[src/hdl/dlc_pkg.sv]
// ----------------------------------------------------------------------------
// dlc_pkg: shared types and constants of the detection leader clustering block
// cluster record, search item, table write command and code values
// ----------------------------------------------------------------------------
package dlc_pkg;

	localparam int MAX_CLUSTERS   = 16;
	localparam int IDX_W          = $clog2(MAX_CLUSTERS);
	localparam int OPEN_W         = $clog2(MAX_CLUSTERS + 1);
	localparam int MAX_DETECTIONS = 1024;
	localparam int CNT_W          = $clog2(MAX_DETECTIONS + 1);
	localparam int DIV_STEPS      = 21;
	localparam int DIV_CNT_W      = $clog2(DIV_STEPS);

	// status codes
	localparam logic [1:0] ST_JOIN  = 2'd0;
	localparam logic [1:0] ST_NEW   = 2'd1;
	localparam logic [1:0] ST_FULL  = 2'd2;
	localparam logic [1:0] ST_FRAME = 2'd3;

	// register indexes
	localparam logic REG_MAX_CLUSTERS = 1'b0;
	localparam logic REG_JOIN_DIST    = 1'b1;

	typedef struct packed {
		logic [10:0] cen_x;
		logic [10:0] cen_y;
		logic [7:0]  min_r;
		logic [7:0]  max_r;
		logic [10:0] members;
		logic [20:0] sum_x;
		logic [20:0] sum_y;
		logic [17:0] err_sum;
		logic [17:0] rad_sum;
	} rec_t;

	// item walking down the cell row
	typedef struct packed {
		logic             vld;
		logic             hit;
		logic [IDX_W-1:0] idx;
		logic [10:0]      x;
		logic [10:0]      y;
		logic [7:0]       r;
		logic [7:0]       e;
		rec_t             rec;
	} tok_t;

	// table write: open a new entry or store a fresh centroid
	typedef struct packed {
		logic             new_en;
		logic             cen_en;
		logic [IDX_W-1:0] idx;
		logic [10:0]      x;
		logic [10:0]      y;
		logic [7:0]       r;
		logic [7:0]       e;
	} wr_t;

endpackage

[src/hdl/dlc_div.sv]
// ----------------------------------------------------------------------------
// dlc_div: restoring divider for the centroid
// 21-bit sum over 11-bit member count, one quotient bit per cycle
// ----------------------------------------------------------------------------
module dlc_div
	import dlc_pkg::*;
(
	input  logic        clk,
	input  logic        arst_n,
	input  logic        start,
	input  logic [20:0] dividend,
	input  logic [10:0] divisor,
	output logic        done,
	output logic [10:0] quotient
);

	logic                 run_q;
	logic                 done_q;
	logic [DIV_CNT_W-1:0] cnt_q;
	logic [10:0]          rem_q;
	logic [20:0]          quo_q;
	logic [10:0]          div_q;
	logic [11:0]          trial;
	logic                 ge;
	logic [11:0]          diff;

	always_comb begin
		trial = {rem_q, quo_q[20]};
		ge    = trial >= {1'b0, div_q};
		diff  = trial - {1'b0, div_q};
	end

	always_ff @(posedge clk or negedge arst_n) begin
		if (!arst_n) begin
			run_q  <= 1'b0;
			done_q <= 1'b0;
			cnt_q  <= '0;
		end else begin
			done_q <= 1'b0;
			if (start) begin
				run_q <= 1'b1;
				cnt_q <= '0;
			end else if (run_q) begin
				if (cnt_q == DIV_CNT_W'(DIV_STEPS - 1)) begin
					run_q  <= 1'b0;
					done_q <= 1'b1;
				end
				cnt_q <= cnt_q + 1'b1;
			end
		end
	end

	always_ff @(posedge clk) begin
		if (start) begin
			rem_q <= '0;
			quo_q <= dividend;
			div_q <= divisor;
		end else if (run_q) begin
			rem_q <= ge ? diff[10:0] : trial[10:0];
			quo_q <= {quo_q[19:0], ge};
		end
	end

	assign done     = done_q;
	assign quotient = quo_q[10:0];

endmodule

[config.mk]
export PLATFORM = sky130hd
export DESIGN_NAME = dlc_div
export DESIGN_NICKNAME = d
export VERILOG_FILES = /design/src/hdl/dlc_pkg.sv /design/src/hdl/dlc_div.sv
export SDC_FILE = /design/constraint.sdc
export NUM_CORES = 1
export LEC_CHECK = 0
export ABC_AREA = 1
export BUFFER_PORTS_ARGS = -buffer_cell sky130_fd_sc_hd__buf_2
export CORE_AREA = 2 2 85 63
export CTS_BUF_LIST = sky130_fd_sc_hd__clkbuf_4 sky130_fd_sc_hd__clkbuf_8
export CTS_CLUSTER_SIZE = 25
export DETAILED_ROUTE_END_ITERATION = 8
export DIE_AREA = 0 0 87 65
export HOLD_SLACK_MARGIN = 0.12
export PLACE_DENSITY = 0.9
export SLEW_MARGIN = 20
export SYNTH_ARGS = -nofsm -noshare
export SYNTH_HDL_FRONTEND = slang
export SYNTH_SLANG_ARGS = --single-unit
[constraint.sdc]
create_clock -name clk -period 5.26 [get_ports clk]
set_clock_uncertainty 0.2 [all_clocks]
set_input_delay 1.052 -clock clk [delete_from_list [all_inputs] [get_ports clk]]
set_output_delay 1.052 -clock clk [all_outputs]
set_load 0.01 [all_outputs]
Word-level counts from Yosys, hierarchy flattened
Index checks and enable logic that the tools add are counted.
- input bits: 35
- output and inout port bits: 12
- logic and storage cells: 22
- bits in registers: 50
- $add $sub $neg: 2
- reduce and logical (&&, ||, !) cells: 1
- mux-type cells: 11
- order comparisons: 1
- equality and inequality tests: 1
- operators with widths (cell ; number):
    two-way mux 21 bit ; 2
    greater-or-equal comparator 12 x 11 -> 1 bit ; 1
    two-way mux 11 bit ; 1
    subtractor 11 bit ; 1
    two-way mux 5 bit ; 2
    two-way mux 1 bit ; 6
    adder 5 x 1 -> 5 bit, second input constant ; 1
    == test 5 bit, second input constant ; 1
    nonzero test 2 bit ; 1

Logic depth before layout (Yosys ltp)
- depth in word-level cells: 4
- gate-level depth with buffers: 12
- gate-level depth less buffers: 12

Worst setup path before layout
No wires, ideal clock.
- path type: input-to-reg
- from: input port start
- to: register quo_q[0], enable pin
- required time: 4684 ps
- stages on the path: 3
- path slack: 2856 ps
- data arrival time: 1828 ps
- buffers on the path: 1
- library setup time: 376 ps
- path through: clkbuf_1 nor2_1 inv_1
- longest elaborated chain between the ends: 1
- ends and longest elaborated chain (element ; RTL line ; source):
    from (decl) ; dlc_div.sv:10 ; input logic start,
    nonzero test 2 bit (no source line) ; n/a ;
    to (signal assigned) ; dlc_div.sv:56 ; quo_q <= dividend;
    to (signal assigned) ; dlc_div.sv:60 ; quo_q <= {quo_q[19:0], ge};
    to (decl) ; dlc_div.sv:21 ; logic [20:0] quo_q;
Every way passes these cells.
A chain may end at the register's enable or synchronous reset.

Worst setup path after layout
- from: input port start
- to: register cnt_q[1]
- longest elaborated chain between the ends: 1
- elaborated cells between the ends (all ways): 2
- classes of those cells: 1 x mux; 1 x reduce/logical
- ends and longest elaborated chain (element ; RTL line ; source):
    two-way mux 5 bit / nonzero test 2 bit (equally long branches) ; n/a ;
    to (signal assigned) ; dlc_div.sv:48 ; cnt_q <= cnt_q + 1'b1;
    to (decl) ; dlc_div.sv:19 ; logic [DIV_CNT_W-1:0] cnt_q;
Parallel ways exist; a longest one is shown, timed or not.

==> reports/results.tsv <==
metric	value	unit
status	completed	
Syn-to-layout area delta	8.10	%
met2 Use GR	0.330	
Final Wtd Congestion	0.916	
hold-fix buffers at CTS	0	
sequential share of the synthesized area	0.460	
Final Hold Viols	0	
number of global-route vias before repair	2105	
clock-pin slew on the worst setup and hold paths	0.09	ns
syn avg cell area	8.13	µm²
worst slew pin tran	0.915	ns
Synth area leaders	edfxtp_1, nand2_1, dfxtp_1	
fill cell count	406	
layout net count	443	
Clock Sinks	50	
Die Area	0.00566	mm²
top-count cell post-synth	nand2_1	
Setup Buffers After CTS	0	
Worst Hold Class	flop to flop	
Clock Root Buffer	clkbuf_8	
Yosys warning total	0	
Crit. End Element	flop	
CP peak stage delay	0.80	ns
Most used DFF post-synth	edfxtp_1	
post-layout util	0.647	
Worst Path Required	5.27	ns
worst skew pair latency	0.30	ns
vias per inst	5.24	
grt met3 use	0.0471	
H-tree depth	2	
Pleak	0.00166	µW
WS Path Type	input port to flop	
register bit count reported by yosys	50	
Die Span Y	65	µm
cell area after synthesis	0.00295	mm²
final setup TNS	0	ns
min Tclk post-route	3.18	ns
port bufs	46	
global route overflow	0	
Async S/R FF share, synth	0.140	
# resized after CTS	0	
Multi-input gate area	0.00124	mm²
core area	0.00493	mm²
CP delay by family, top	buffers and inverters	
router iterations before antenna repair	5	
Seq. cell area	0.00136	mm²
Synth top area share	0.326	
post-route ant nets	0	
# diodes	0	
pin count of the biggest net entering global routing	39	
worst-path fanout max	38	
initial antenna violation count	0	
startpoint types	input port	
DRC	0	
top post-synthesis cells by count	nand2_1, inv_1, edfxtp_1	
number of synthesized flops with an enable pin	32	
maximum VDD drop	176	µV
PD cells	434	mW/mm²
die width	87	µm
Clock Path Buffers	2	
Max Clk Rate	314	MHz
gr busiest metal	met2	
TritonCTS buffer count	5	
final worst-path cycle share	0.605	
Critical-path top delay cell	nor2_1	
worst path bufs/invs	2	
Initial DRC Count	249	
first-pass GRT wire length	9480	µm
final setup fails	0	
Initial Utilization	0.599	
Rel. slew slack	0.388	
I/O pin count	47	
RSZ-0062 raised after global routing	false	
CTS tree	built	
share of layout cells above drive strength 1	0.205	
drt wl/cell	12.9	µm
CP arrival	3.19	ns
area leader, netlist	edfxtp_1	
Cells after Synth	363	
met1 GRT Util	0.313	
Critical Path, Cell by Cell	buf_2 > nor2_1 > inv_1 > o21ai_0	
dpl hpwl	4190	µm
Mapped Nets	412	
synth unique cells	30	
via count	2382	
GR Util All Layers	0.217	
Core Rows	22	
Total Wirelength	5890	µm
max cap viols	0	
fin. max-slew vios	0	
worst min-delay path: stages (launching register included):
cell,delay [ns]
dfxtp_1,0.33
nand2_1,0.06
nand2_1,0.05
registers in the layout, indices dropped and copies added, names as in the netlist:
register and cells:
quo_q 21, rem_q 11, done 1, cnt_q 5, div_q 11, run_q 1
through the flow:
| step | instances | total power [µW] | worst slack, ns | cell area [µm²] | hold slack [ns] |
|---|---|---|---|---|---|
| 6_report | 455 | 1380 | 2.08 | 3190 | 0.278 |
| 5_1_grt | 455 | 1490 | 1.81 | 3190 | 0.312 |
| 4_1_cts | 455 | 1380 | 2.10 | 3190 | 0.278 |
| 3_5_place_dp | 447 | 1150 | 1.78 | 3100 | 0.264 |
| 3_3_place_gp | 447 | 1120 | 1.90 | 3100 | 0.259 |
| 2_1_floorplan | 363 | 1070 | 2.86 | 2950 | 0.240 |
logic make-up (layout without fill, tap and decap cells):
family,count (synthesis),after routing,share of synthesized area
AO/OA/AOI/OAI,10,10,0.0182
XOR/XNOR,3,3,0.00891
flip-flops,50,50,0.460
buffers and inverters,74,106,0.119
AND/OR/NAND/NOR,212,212,0.332
adder cells (fa/ha/maj),14,14,0.0619
worst paths after layout:
kind                            from   endpoint  slack (ns)  cells past startpoint
min reg2reg                rem_q[10]  rem_q[10]        0.28                      2
max reg2reg                    run_q   cnt_q[1]        2.80                      3
min in group asynchronous     arst_n   cnt_q[4]        0.37                      1
min                        rem_q[10]  rem_q[10]        0.28                      2
max in group asynchronous     arst_n       done        4.34                      1
max                            start   cnt_q[1]        2.08                      4
metal layers:
metal,wire length (µm),share of wire
met5,0,0
met4,37,0.0063
met3,389,0.066
met2,2720,0.46
met1,2740,0.47
layout make-up:
type                       count  area share
sequential                    50       0.425
multi-input combinational    239       0.390
tap                           60      0.0235
clock inverter                 3     0.00667
clock buffer                   5      0.0216
inverter                      52      0.0612
timing repair buffer          46      0.0722
report_power, final:
group,internal [µW],switching (µW)
combinational,232,401
clock,93.6,128
sequential,487,42.6
cell usage in the layout, fill, tap and decap left out, drive strengths merged:
cell / n
clkinv: 2
xnor2: 2
dfrtp: 7
and2: 1
nor2: 14
nor3: 3
nand3: 31
nand2: 145
buf: 46
edfxtp: 32
dfxtp: 11
clkinvlp: 1
inv: 52
a21oi: 8
xor2: 1
o21ai: 2
nor3b: 1
ha: 13
fa: 1
clkbuf: 5
or2: 1
nand4: 16
Power figures use the tool's default switching activity.
