$ cat src/hdl/dlc_pkg.sv
// ----------------------------------------------------------------------------
// dlc_pkg: shared types and constants of the detection leader clustering block
// cluster record, search item, table write command and code values
// ----------------------------------------------------------------------------
package dlc_pkg;

	localparam int MAX_CLUSTERS   = 16;
	localparam int IDX_W          = $clog2(MAX_CLUSTERS);
	localparam int OPEN_W         = $clog2(MAX_CLUSTERS + 1);
	localparam int MAX_DETECTIONS = 1024;
	localparam int CNT_W          = $clog2(MAX_DETECTIONS + 1);
	localparam int DIV_STEPS      = 21;
	localparam int DIV_CNT_W      = $clog2(DIV_STEPS);

	// status codes
	localparam logic [1:0] ST_JOIN  = 2'd0;
	localparam logic [1:0] ST_NEW   = 2'd1;
	localparam logic [1:0] ST_FULL  = 2'd2;
	localparam logic [1:0] ST_FRAME = 2'd3;

	// register indexes
	localparam logic REG_MAX_CLUSTERS = 1'b0;
	localparam logic REG_JOIN_DIST    = 1'b1;

	typedef struct packed {
		logic [10:0] cen_x;
		logic [10:0] cen_y;
		logic [7:0]  min_r;
		logic [7:0]  max_r;
		logic [10:0] members;
		logic [20:0] sum_x;
		logic [20:0] sum_y;
		logic [17:0] err_sum;
		logic [17:0] rad_sum;
	} rec_t;

	// item walking down the cell row
	typedef struct packed {
		logic             vld;
		logic             hit;
		logic [IDX_W-1:0] idx;
		logic [10:0]      x;
		logic [10:0]      y;
		logic [7:0]       r;
		logic [7:0]       e;
		rec_t             rec;
	} tok_t;

	// table write: open a new entry or store a fresh centroid
	typedef struct packed {
		logic             new_en;
		logic             cen_en;
		logic [IDX_W-1:0] idx;
		logic [10:0]      x;
		logic [10:0]      y;
		logic [7:0]       r;
		logic [7:0]       e;
	} wr_t;

endpackage

$ cat src/hdl/dlc_cell.sv
// ----------------------------------------------------------------------------
// dlc_cell: one cluster table entry
// compares the passing item against its centroid, joins it on first match
// ----------------------------------------------------------------------------
module dlc_cell
	import dlc_pkg::*;
(
	input  logic             clk,
	input  logic             arst_n,
	input  logic [IDX_W-1:0] cell_idx,
	input  logic             active,
	input  logic [15:0]      join_dist,
	input  tok_t             tok_in,
	input  wr_t              wr,
	output tok_t             tok_out
);

	rec_t        rec_q;
	rec_t        upd;
	tok_t        tok_q;
	tok_t        tok_nx;
	logic [10:0] dx;
	logic [10:0] dy;
	logic [21:0] sq_x;
	logic [21:0] sq_y;
	logic [22:0] sq_dist;
	logic        hit_here;
	logic [21:0] sx;
	logic [21:0] sy;
	logic [11:0] sm;
	logic [18:0] se;
	logic [18:0] sr;

	always_comb begin
		dx = (rec_q.cen_x > tok_in.x) ? rec_q.cen_x - tok_in.x : tok_in.x - rec_q.cen_x;
		dy = (rec_q.cen_y > tok_in.y) ? rec_q.cen_y - tok_in.y : tok_in.y - rec_q.cen_y;
		sq_x = 22'(dx) * 22'(dx);
		sq_y = 22'(dy) * 22'(dy);
		sq_dist = {1'b0, sq_x} + {1'b0, sq_y};
		hit_here = tok_in.vld && !tok_in.hit && active && (sq_dist <= 23'(join_dist));
	end

	// joined record, sums saturate at their widths
	always_comb begin
		upd = rec_q;
		if (tok_in.r > rec_q.max_r) begin
			upd.max_r = tok_in.r;
		end else if (tok_in.r < rec_q.min_r) begin
			upd.min_r = tok_in.r;
		end
		sx = {1'b0, rec_q.sum_x} + 22'(tok_in.x);
		sy = {1'b0, rec_q.sum_y} + 22'(tok_in.y);
		sm = {1'b0, rec_q.members} + 12'd1;
		se = {1'b0, rec_q.err_sum} + 19'(tok_in.e);
		sr = {1'b0, rec_q.rad_sum} + 19'(tok_in.r);
		upd.sum_x   = sx[21] ? '1 : sx[20:0];
		upd.sum_y   = sy[21] ? '1 : sy[20:0];
		upd.members = sm[11] ? '1 : sm[10:0];
		upd.err_sum = se[18] ? '1 : se[17:0];
		upd.rad_sum = sr[18] ? '1 : sr[17:0];
	end

	// item handed to the next cell, tagged with this entry on a hit
	always_comb begin
		tok_nx = tok_in;
		if (hit_here) begin
			tok_nx.hit = 1'b1;
			tok_nx.idx = cell_idx;
			tok_nx.rec = upd;
		end
	end

	always_ff @(posedge clk or negedge arst_n) begin
		if (!arst_n) begin
			tok_q <= '0;
		end else begin
			tok_q <= tok_nx;
		end
	end

	always_ff @(posedge clk) begin
		if (hit_here) begin
			rec_q <= upd;
		end else if (wr.new_en && wr.idx == cell_idx) begin
			rec_q.cen_x   <= wr.x;
			rec_q.cen_y   <= wr.y;
			rec_q.min_r   <= wr.r;
			rec_q.max_r   <= wr.r;
			rec_q.members <= 11'd1;
			rec_q.sum_x   <= 21'(wr.x);
			rec_q.sum_y   <= 21'(wr.y);
			rec_q.err_sum <= 18'(wr.e);
			rec_q.rad_sum <= 18'(wr.r);
		end else if (wr.cen_en && wr.idx == cell_idx) begin
			rec_q.cen_x <= wr.x;
			rec_q.cen_y <= wr.y;
		end
	end

	assign tok_out = tok_q;

endmodule

$ cat config.mk
export PLATFORM = sky130hd
export DESIGN_NAME = dlc_cell
export DESIGN_NICKNAME = d
export VERILOG_FILES = /design/src/hdl/dlc_pkg.sv /design/src/hdl/dlc_cell.sv
export SDC_FILE = /design/constraint.sdc
export NUM_CORES = 1
export LEC_CHECK = 0
export BUFFER_PORTS_ARGS = -buffer_cell sky130_fd_sc_hd__buf_2
export CAP_MARGIN = 10
export CORE_MARGIN = 2
export CORE_UTILIZATION = 62
export CTS_CLUSTER_SIZE = 16
export DETAILED_ROUTE_END_ITERATION = 8
export PLACE_DENSITY = 0.85
export SYNTH_ARGS = -nofsm -noshare
export SYNTH_HDL_FRONTEND = slang
export SYNTH_SLANG_ARGS = --single-unit
$ cat constraint.sdc
create_clock -name clk -period 23.7 [get_ports clk]
set_clock_uncertainty 0.2 [all_clocks]
set_input_delay 4.74 -clock clk [delete_from_list [all_inputs] [get_ports clk]]
set_output_delay 4.74 -clock clk [all_outputs]
set_load 0.02 [all_outputs]
* Word level (Yosys, flattened, before mapping) *
Index checks and enable logic that the tools add are counted.

cells by class
  $add $sub $neg = 10
  multiply operators = 2
  div/mod/pow operators = 0
  order comparisons = 5
  eq/ne operators = 1
  shift-type cells = 0
  mux-type cells = 16
  bitwise gates (word level) = 1
  reduce and logical (&&, ||, !) cells = 9

operators with widths
  kind                                           count
  2-to-1 mux 105 bit                             2
  2-to-1 mux 127 bit                             1
  adder 21 x 11 -> 22 bit                        2
  multiplier 11 x 11 -> 22 bit                   2
  2-to-1 mux 22 bit                              2
  subtractor 11 bit                              4
  2-to-1 mux 21 bit                              2
  adder 18 x 8 -> 19 bit                         2
  2-to-1 mux 18 bit                              2
  2-to-1 mux 11 bit                              3
  2-to-1 mux 8 bit                               3
  adder 22 x 22 -> 23 bit                        1
  <= comparator 23 x 16 -> 1 bit                 1
  greater-than comparator 11 bit                 2
  adder 11 x 1 -> 12 bit, second input constant  1
  greater-than comparator 8 bit                  1
  less-than comparator 8 bit                     1
  logical AND 1 bit                              5
  2-to-1 mux 5 bit                               1
  == test 4 bit                                  1
  nonzero test 2 bit                             2
  AND reduction 2 bit                            1
  logical NOT 1 bit                              1
  NOT 1 bit                                      1

storage, ports and cells
  register bits = 298
  latch bits = 0
  bits in writable memories = 0
  ROM bits = 0
  input port bits = 238
  output and inout port bits = 171
  logic and storage cells = 69
  memories kept = 0

* Longest topological paths before layout *
Gate-level depths: netlist of the first run.

  depth in word-level cells = 8
  mapped depth = 47
  gate-level depth less buffers = 43

* Least setup slack after synthesis of the first run *
Ideal clock, no wire load.

  path type = input to register
  start = input port tok_in[157] (netlist name)
  end = register rec_q[0] (netlist name), enable pin
  setup time = 467 ps
  arrival = 16190 ps
  data required time = 23033 ps
  slack = 6843 ps
  stages = 44
  buffers on the path = 5
  path through = inv_1 -> ha_1 -> buf_2 -> and3_1 -> o21ai_1 -> a211o_1 -> a21o_1 -> nand2_1 -> buf_4 -> mux2_1 -> a211oi_2 -> xor2_1 -> buf_4 -> nor2_1 -> fa_1 -> inv_1 -> fa_1 -> inv_1 -> [8 not listed] -> a21oi_1 -> o21ai_1 -> o21ai_2 -> nand2_1 -> a21o_1 -> a21oi_1 -> xnor2_1 -> ha_1 -> a22o_1 -> nor4_1 -> o221ai_1 -> o21ai_0 -> a21oi_1 -> nor4_2 -> nand4_1 -> buf_2 -> buf_1 -> nand2_1

on the way
  word-level cells in the longest chain between the ends = 7
  elaborated cells between the ends (all ways) = 9
  classes of those cells = 3 x add/sub; 1 x mul; 2 x order compare; 1 x mux; 2 x reduce/logical

ends and longest elaborated chain
  element                                                              line            text
  start: declaration                                                   dlc_cell.sv:13  input tok_t tok_in,
  subtractor 11 bit or greater-than comparator 11 bit (tied branches)  dlc_cell.sv:35  dx = (rec_q.cen_x > tok_in.x) ? rec_q.cen_x - tok_in.x : tok_in.x - rec_q.cen_x;
  2-to-1 mux 11 bit (*)                                                dlc_cell.sv:35
  multiplier 11 x 11 -> 22 bit (*)                                     dlc_cell.sv:37  sq_x = 22'(dx) * 22'(dx);
  adder 22 x 22 -> 23 bit (*)                                          dlc_cell.sv:39  sq_dist = {1'b0, sq_x} + {1'b0, sq_y};
  <= comparator 23 x 16 -> 1 bit (*)                                   dlc_cell.sv:40  hit_here = tok_in.vld && !tok_in.hit && active && (sq_dist <= 23'(join_dist));
  logical AND 1 bit (*)                                                dlc_cell.sv:40
  nonzero test 2 bit (no source line) (*)                              -
  end signal: assignment                                               dlc_cell.sv:83  rec_q <= upd;
  end: declaration                                                     dlc_cell.sv:18  rec_t rec_q;

Every way passes the cells marked *; elsewhere a longest branch is shown, timed or not.
A chain may end at the register's enable or synchronous reset.

==> metrics.txt, run 1 <==
worst-margin pin slew=between 1000 and 1500 ps; crit path buf inv count=8; grt ovf=0; first-iteration detailed-routing DRC count=about 1200; Final ANT Viol Nets=0; DRC=0; ys flop type=dfrtp_1; family with the most delay on the worst path=adder cells; Setup CP Type=primary input to flip-flop; Final WS setup=6988 ps; Die ar.=a little under 40000 sq um; #FFs+latches synth=between 200 and 300; reg2reg end=tok_out[26]; Slew Viols, Final=0; # nets final=about 3300; Area Growth Syn to Fin=15.16%; I/O pins=just over 400; hold path startpoint=rec_q[126]; status=finished, final reports clean; net count after synthesis=2864; row cnt=70; GRT Util Overall=0.3230; total number of vias=18220; Post-synth top cells=inv_1 (366), ha_1 (211), fa_1 (173); flop2flop setup slack=between 10000 and 15000 ps; CTS Sinks=slightly below 300; Die W=196.7 um; ranking of synthesized cells by area=dfrtp_1 (19%), edfxtp_1 (17%), fa_1 (15%); Final Hold Viols=0; reg2reg start=rec_q[111]; Post-CTS Setup Repair Bufs=0; first-pass GRT wire length=about 98000 um; dpl ws=around 6400 ps; Via density=about 5.8; setup TNS=0 ps; Multi-input gate area=13240 sq um; CP arrival=around 17000 ps; Post-Route WL=62710 um; Storage cell area=~8000 sq um; Peak Freq=~0.06 GHz; YS warnings=0; Final min period=about 17000 ps; WP depth=43; WP data required=between 20000 and 25000 ps; hold depth=2; Port Buffer Count=408; clock buffer depth=3; RD Place Congestion=roughly 0.96; initial antenna violation count=10; Syn Area/Cell=10.27 sq um; CP dominant cell by count=fa_1; die height=196.7 um; DP HPWL=just under 50000 um; RSZ-0062 raised after global routing=false; Initial Util=0.6291; clk root buf=clkbuf_16; Yosys top cell area share=0.1858; MaxCap Viol Count=0; number of global-route vias before repair=about 19000; Core Box Area=36610 sq um; largest net degree at the start of global routing=94; most numerous cell in the Yosys netlist=inv_1; post-CTS sizing=0; Post-synth EDFFs=approximately 130; Fill cells=about 2600; worst reg2reg path depth=40; final setup violation count=0; Max-slew headroom=0.2530; clock slew at reported path FFs=approximately 60 ps; Cell Area, Synth=approximately 23000 sq um; H-tree Lvls=1; Synth Instances=~2200; Clock Latency Late Sink=570 ps; worst hold path type=flip-flop to flip-flop; Crit. End Element=flip-flop; DR WL/cell=~20 um; Min-Delay Endpoint=tok_out[126]; First-pass DRT Iterations=6; layout cell share with drive strength beyond 1=0.2072; CTS tree=built; async set or reset register ratio after synthesis=0.5738; Crit Path Max Fanout=between 90 and 100; Num CTS Buffers=31; Worst setup SP type=primary input; CP max stage delay=slightly below 900 ps; Seq/Total Area, Yosys=0.3514; Slowest-stage cell, CP=buf_4; cell taking the most area after synthesis=dfrtp_1; Final period util=0.7051; Synth cell types=76; CTS Hold Bufs=0
-- per-stage QoR --
stage	std cells	area (sq um)	hold WS [ps]	util
3_3_place_gp	3069	25480	334.4	0.6961
2_1_floorplan	2242	23030	252.1	-
6_report	3133	26520	367.7	0.7245
4_1_cts	3127	26500	364.0	0.7239
5_1_grt	3128	26510	401.3	0.7242
3_5_place_dp	3069	25480	351.8	0.6961
-- how the worst max path moves through the flow --
stage | startpoint | end
final | tok_in[144] | tok_out[26]
after global routing | tok_in[150] | tok_out[26]
after floorplan | tok_in[157] | rec_q[0]
after detailed placement | tok_in[157] | tok_out[26]
after CTS | tok_in[157] | tok_out[26]
after global placement | tok_in[154] | rec_q[36]
-- layout by cell type, fill, tap and decap left out, types with 6 or more instances in the layout --
master / netlist / layout
fa_1: 173 / 173
nor2b_1: 19 / 19
nor2_4: 10 / 10
a211oi_2: 7 / 7
clkbuf_8: 0 / 8
o21ai_0: 62 / 62
and3_1: 16 / 16
o211a_1: 6 / 6
inv_1: 366 / 366
a21oi_1: 103 / 103
a2bb2oi_1: 8 / 8
nor3_1: 14 / 14
ha_1: 211 / 211
nand2_1: 133 / 132
buf_2: 31 / 407
nand4_1: 18 / 18
a31oi_1: 11 / 11
nand2b_1: 21 / 21
or2_2: 21 / 21
clkbuf_16: 0 / 32
o21bai_1: 7 / 7
diode_2: 0 / 6
and2_1: 11 / 11
nor2_2: 10 / 11
nand3_1: 56 / 56
and4_1: 9 / 8
a211oi_1: 7 / 7
buf_4: 9 / 20
edfxtp_1: 127 / 127
xnor2_1: 42 / 42
a21o_1: 91 / 91
clkbuf_1: 23 / 11
dfrtp_1: 171 / 171
xor2_1: 54 / 53
nor2_1: 139 / 138
o211ai_1: 25 / 25
a211o_1: 6 / 6
mux2i_1: 30 / 30
o21a_1: 117 / 117
-- flip-flops by register name, indices dropped and copies added (netlist names) --
name,flops
tok_out,171
rec_q,127
-- cell families (layout without fill, tap and decap cells) --
group	count (synthesis)	in the layout	share of synthesized area
simple gates	503	503	0.1089
compound gates	490	490	0.1473
buf+inv	436	853	0.07524
fa+ha+maj	384	384	0.2650
flops	298	298	0.3514
xor+xnor	97	97	0.03721
mux	34	34	0.01499
other cells	0	6	0
-- area by class of cell --
type / instances / share of cell area
multi-input cells: 1508 / 0.4991
flip-flops and latches: 298 / 0.3051
repair buffers: 428 / 0.08288
inverters: 367 / 0.05194
clock buffers: 51 / 0.03590
well taps: 468 / 0.02208
clock inverters: 7 / 0.002453
diodes: 6 / 0.0005661
-- worst reg2reg max path: cells and delay by family, from the launching register on --
kind	cells	cell delay, ps
compound gates	10	2600
xor+xnor	2	800
fa+ha+maj	10	4630
buf+inv	6	2300
flops	1	400
mux	1	130
simple gates	11	1640
-- routing by layer --
metal  vias to the layer above  routed length, um  GRT usage
met2                       750              31510     0.5639
li1                       8298                  -          -
met4                        10               2990     0.1384
met3                       205               4397    0.06177
met5                         -                 69          0
met1                      8956              23730     0.3927
Power of run 1 is left out: the tool's default activity adds up to more than one toggle a clock period on the data nets, which glitch-free logic cannot reach.
==> run 2, diff against run 1 <==
- CORE_UTILIZATION: 62 -> 52
- PLACE_DENSITY: 0.85 -> 0.76
- clock period: 23.7 -> 15 ns (I/O delays scaled with it)
==> run 2 against run 1 <==
Net effect:
- core utilization down 12 points
- global-route usage is 4.9 points lower
- critical path depth decreased by 3
- final cell count up 4.2%
- die area increased by 19%
- sequential share of layout area shrank 0.25 points
- hold slack worse by 19 ps
- register-to-register slack worse by 7900 ps
- via count decreased by 0.82%
- sequential cell count unchanged
- setup slack worse by 6200 ps
- critical path type unchanged
- largest cell class unchanged
==> metrics.txt, run 2 (synthesized netlist as in run 1, its figures left out) <==
status=finished, final reports clean; Area Growth Syn to Fin=16.13%; number of global-route vias before repair=between 15000 and 20000; post-CTS sizing=0; Initial Util=0.5243; Via density=between 5 and 6; Peak Freq=around 0.070 GHz; Final ANT Viol Nets=0; Post-Route WL=~63000 um; First-pass DRT Iterations=6; setup TNS=0 ps; H-tree Lvls=1; worst hold path type=flip-flop to flip-flop; Die W=about 210 um; first-pass GRT wire length=~100000 um; hold path startpoint=rec_q[126]; clk root buf=clkbuf_16; Setup CP Type=primary input to flip-flop; MaxCap Viol Count=0; most frequent cells in the layout=buf_2 (407), inv_1 (366), ha_1 (211), fa_1 (173), dfrtp_1 (171); final setup violation count=0; first-iteration detailed-routing DRC count=1454; Crit. Startpoint=tok_in[150]; worst-margin pin slew=about 1100 ps; RSZ-0062 raised after global routing=false; Storage cell area=roughly 8100 sq um; GRT Util Overall=0.2741; Final min period=14250 ps; Die ar.=about 46000 sq um; CTS Sinks=298; DR WL/cell=19.29 um; Multi-input gate area=around 13000 sq um; CP arrival=roughly 14000 ps; # nets final=around 3300; die height=214.5 um; Num CTS Buffers=29; CTS Hold Bufs=0; grt ovf=0; Slew Viols, Final=0; DP HPWL=slightly above 50000 um; Slowest-stage cell, CP=xnor2_1; Max-slew headroom=0.2813; most common library cell in the layout ignoring fill and taps=buf_2; WP data required=around 15000 ps; max FFs per register=171; Core Box Area=43930 sq um; row cnt=77; Clock Latency Late Sink=~560 ps; hold_ws=around 350 ps; Crit. End Element=flip-flop; initial antenna violation count=10; Final Hold Viols=0; DRC=0; dpl ws=around 320 ps; Final WS setup=between 700 and 800 ps; total number of vias=roughly 18000; reg2reg start=rec_q[111]; RD Place Congestion=roughly 0.95; clock slew at reported path FFs=about 60 ps; Fill cells=approximately 3600; Post-CTS Setup Repair Bufs=0; I/O pins=~410; Crit Path Max Fanout=23; CP max stage delay=680 ps; CTS tree=built; CP dominant cell by count=fa_1; layout cell share with drive strength beyond 1=0.2107; Final period util=0.9499; clock buffer depth=3; Worst setup SP type=primary input; largest net degree at the start of global routing=about 100; Port Buffer Count=between 400 and 500
## run 2: per-stage QoR
step | cell area, sq um | instances | utilization
floorplan | 23030 | 2242 | -
finish | 26750 | 3265 | 0.6088
detailed placement | 25800 | 3205 | 0.5874
global placement | 25800 | 3205 | 0.5874
CTS | 26720 | 3258 | 0.6083
global route | 26740 | 3262 | 0.6087
## run 2: per-layer routing
layer	vias to the layer above	GRT usage	wire length (um)	share of wire
li1	8321	-	-	-
met4	10	0.09907	2174	0.035
met3	140	0.04553	4232	0.067
met5	-	0	64	0.0010
met1	8926	0.3419	24940	0.40
met2	673	0.4805	31570	0.50
## run 2: layout make-up
cell class,instances,area share
inverter,367,0.05150
clock buffer,41,0.03073
tap,592,0.02769
multi-input combinational,1508,0.4946
antenna,6,0.0005614
clock inverter,12,0.003649
sequential,298,0.3026
timing repair buffer,441,0.08865
## run 2: critical path, delay by kind of cell
family	cells	cell delay, ps
muxes	1	140
AOI/OAI and AO/OA	10	1860
xor gates and xnor gates	2	830
adders and majority gates	10	4760
and+or+nand+nor	9	2170
buffers and inverters	8	1480
## run 2: final timing paths
kind	to	slack (ps)	cells after the start
max in group asynchronous	tok_out[101]	10710	2
setup / recovery	rec_q[27]	750	40
min in group asynchronous	tok_out[110]	2320	1
hold / removal	tok_out[126]	350	2
setup reg to reg	rec_q[27]	2980	38
hold reg to reg	tok_out[126]	350	2
Power of run 2 is left out for the same reason.
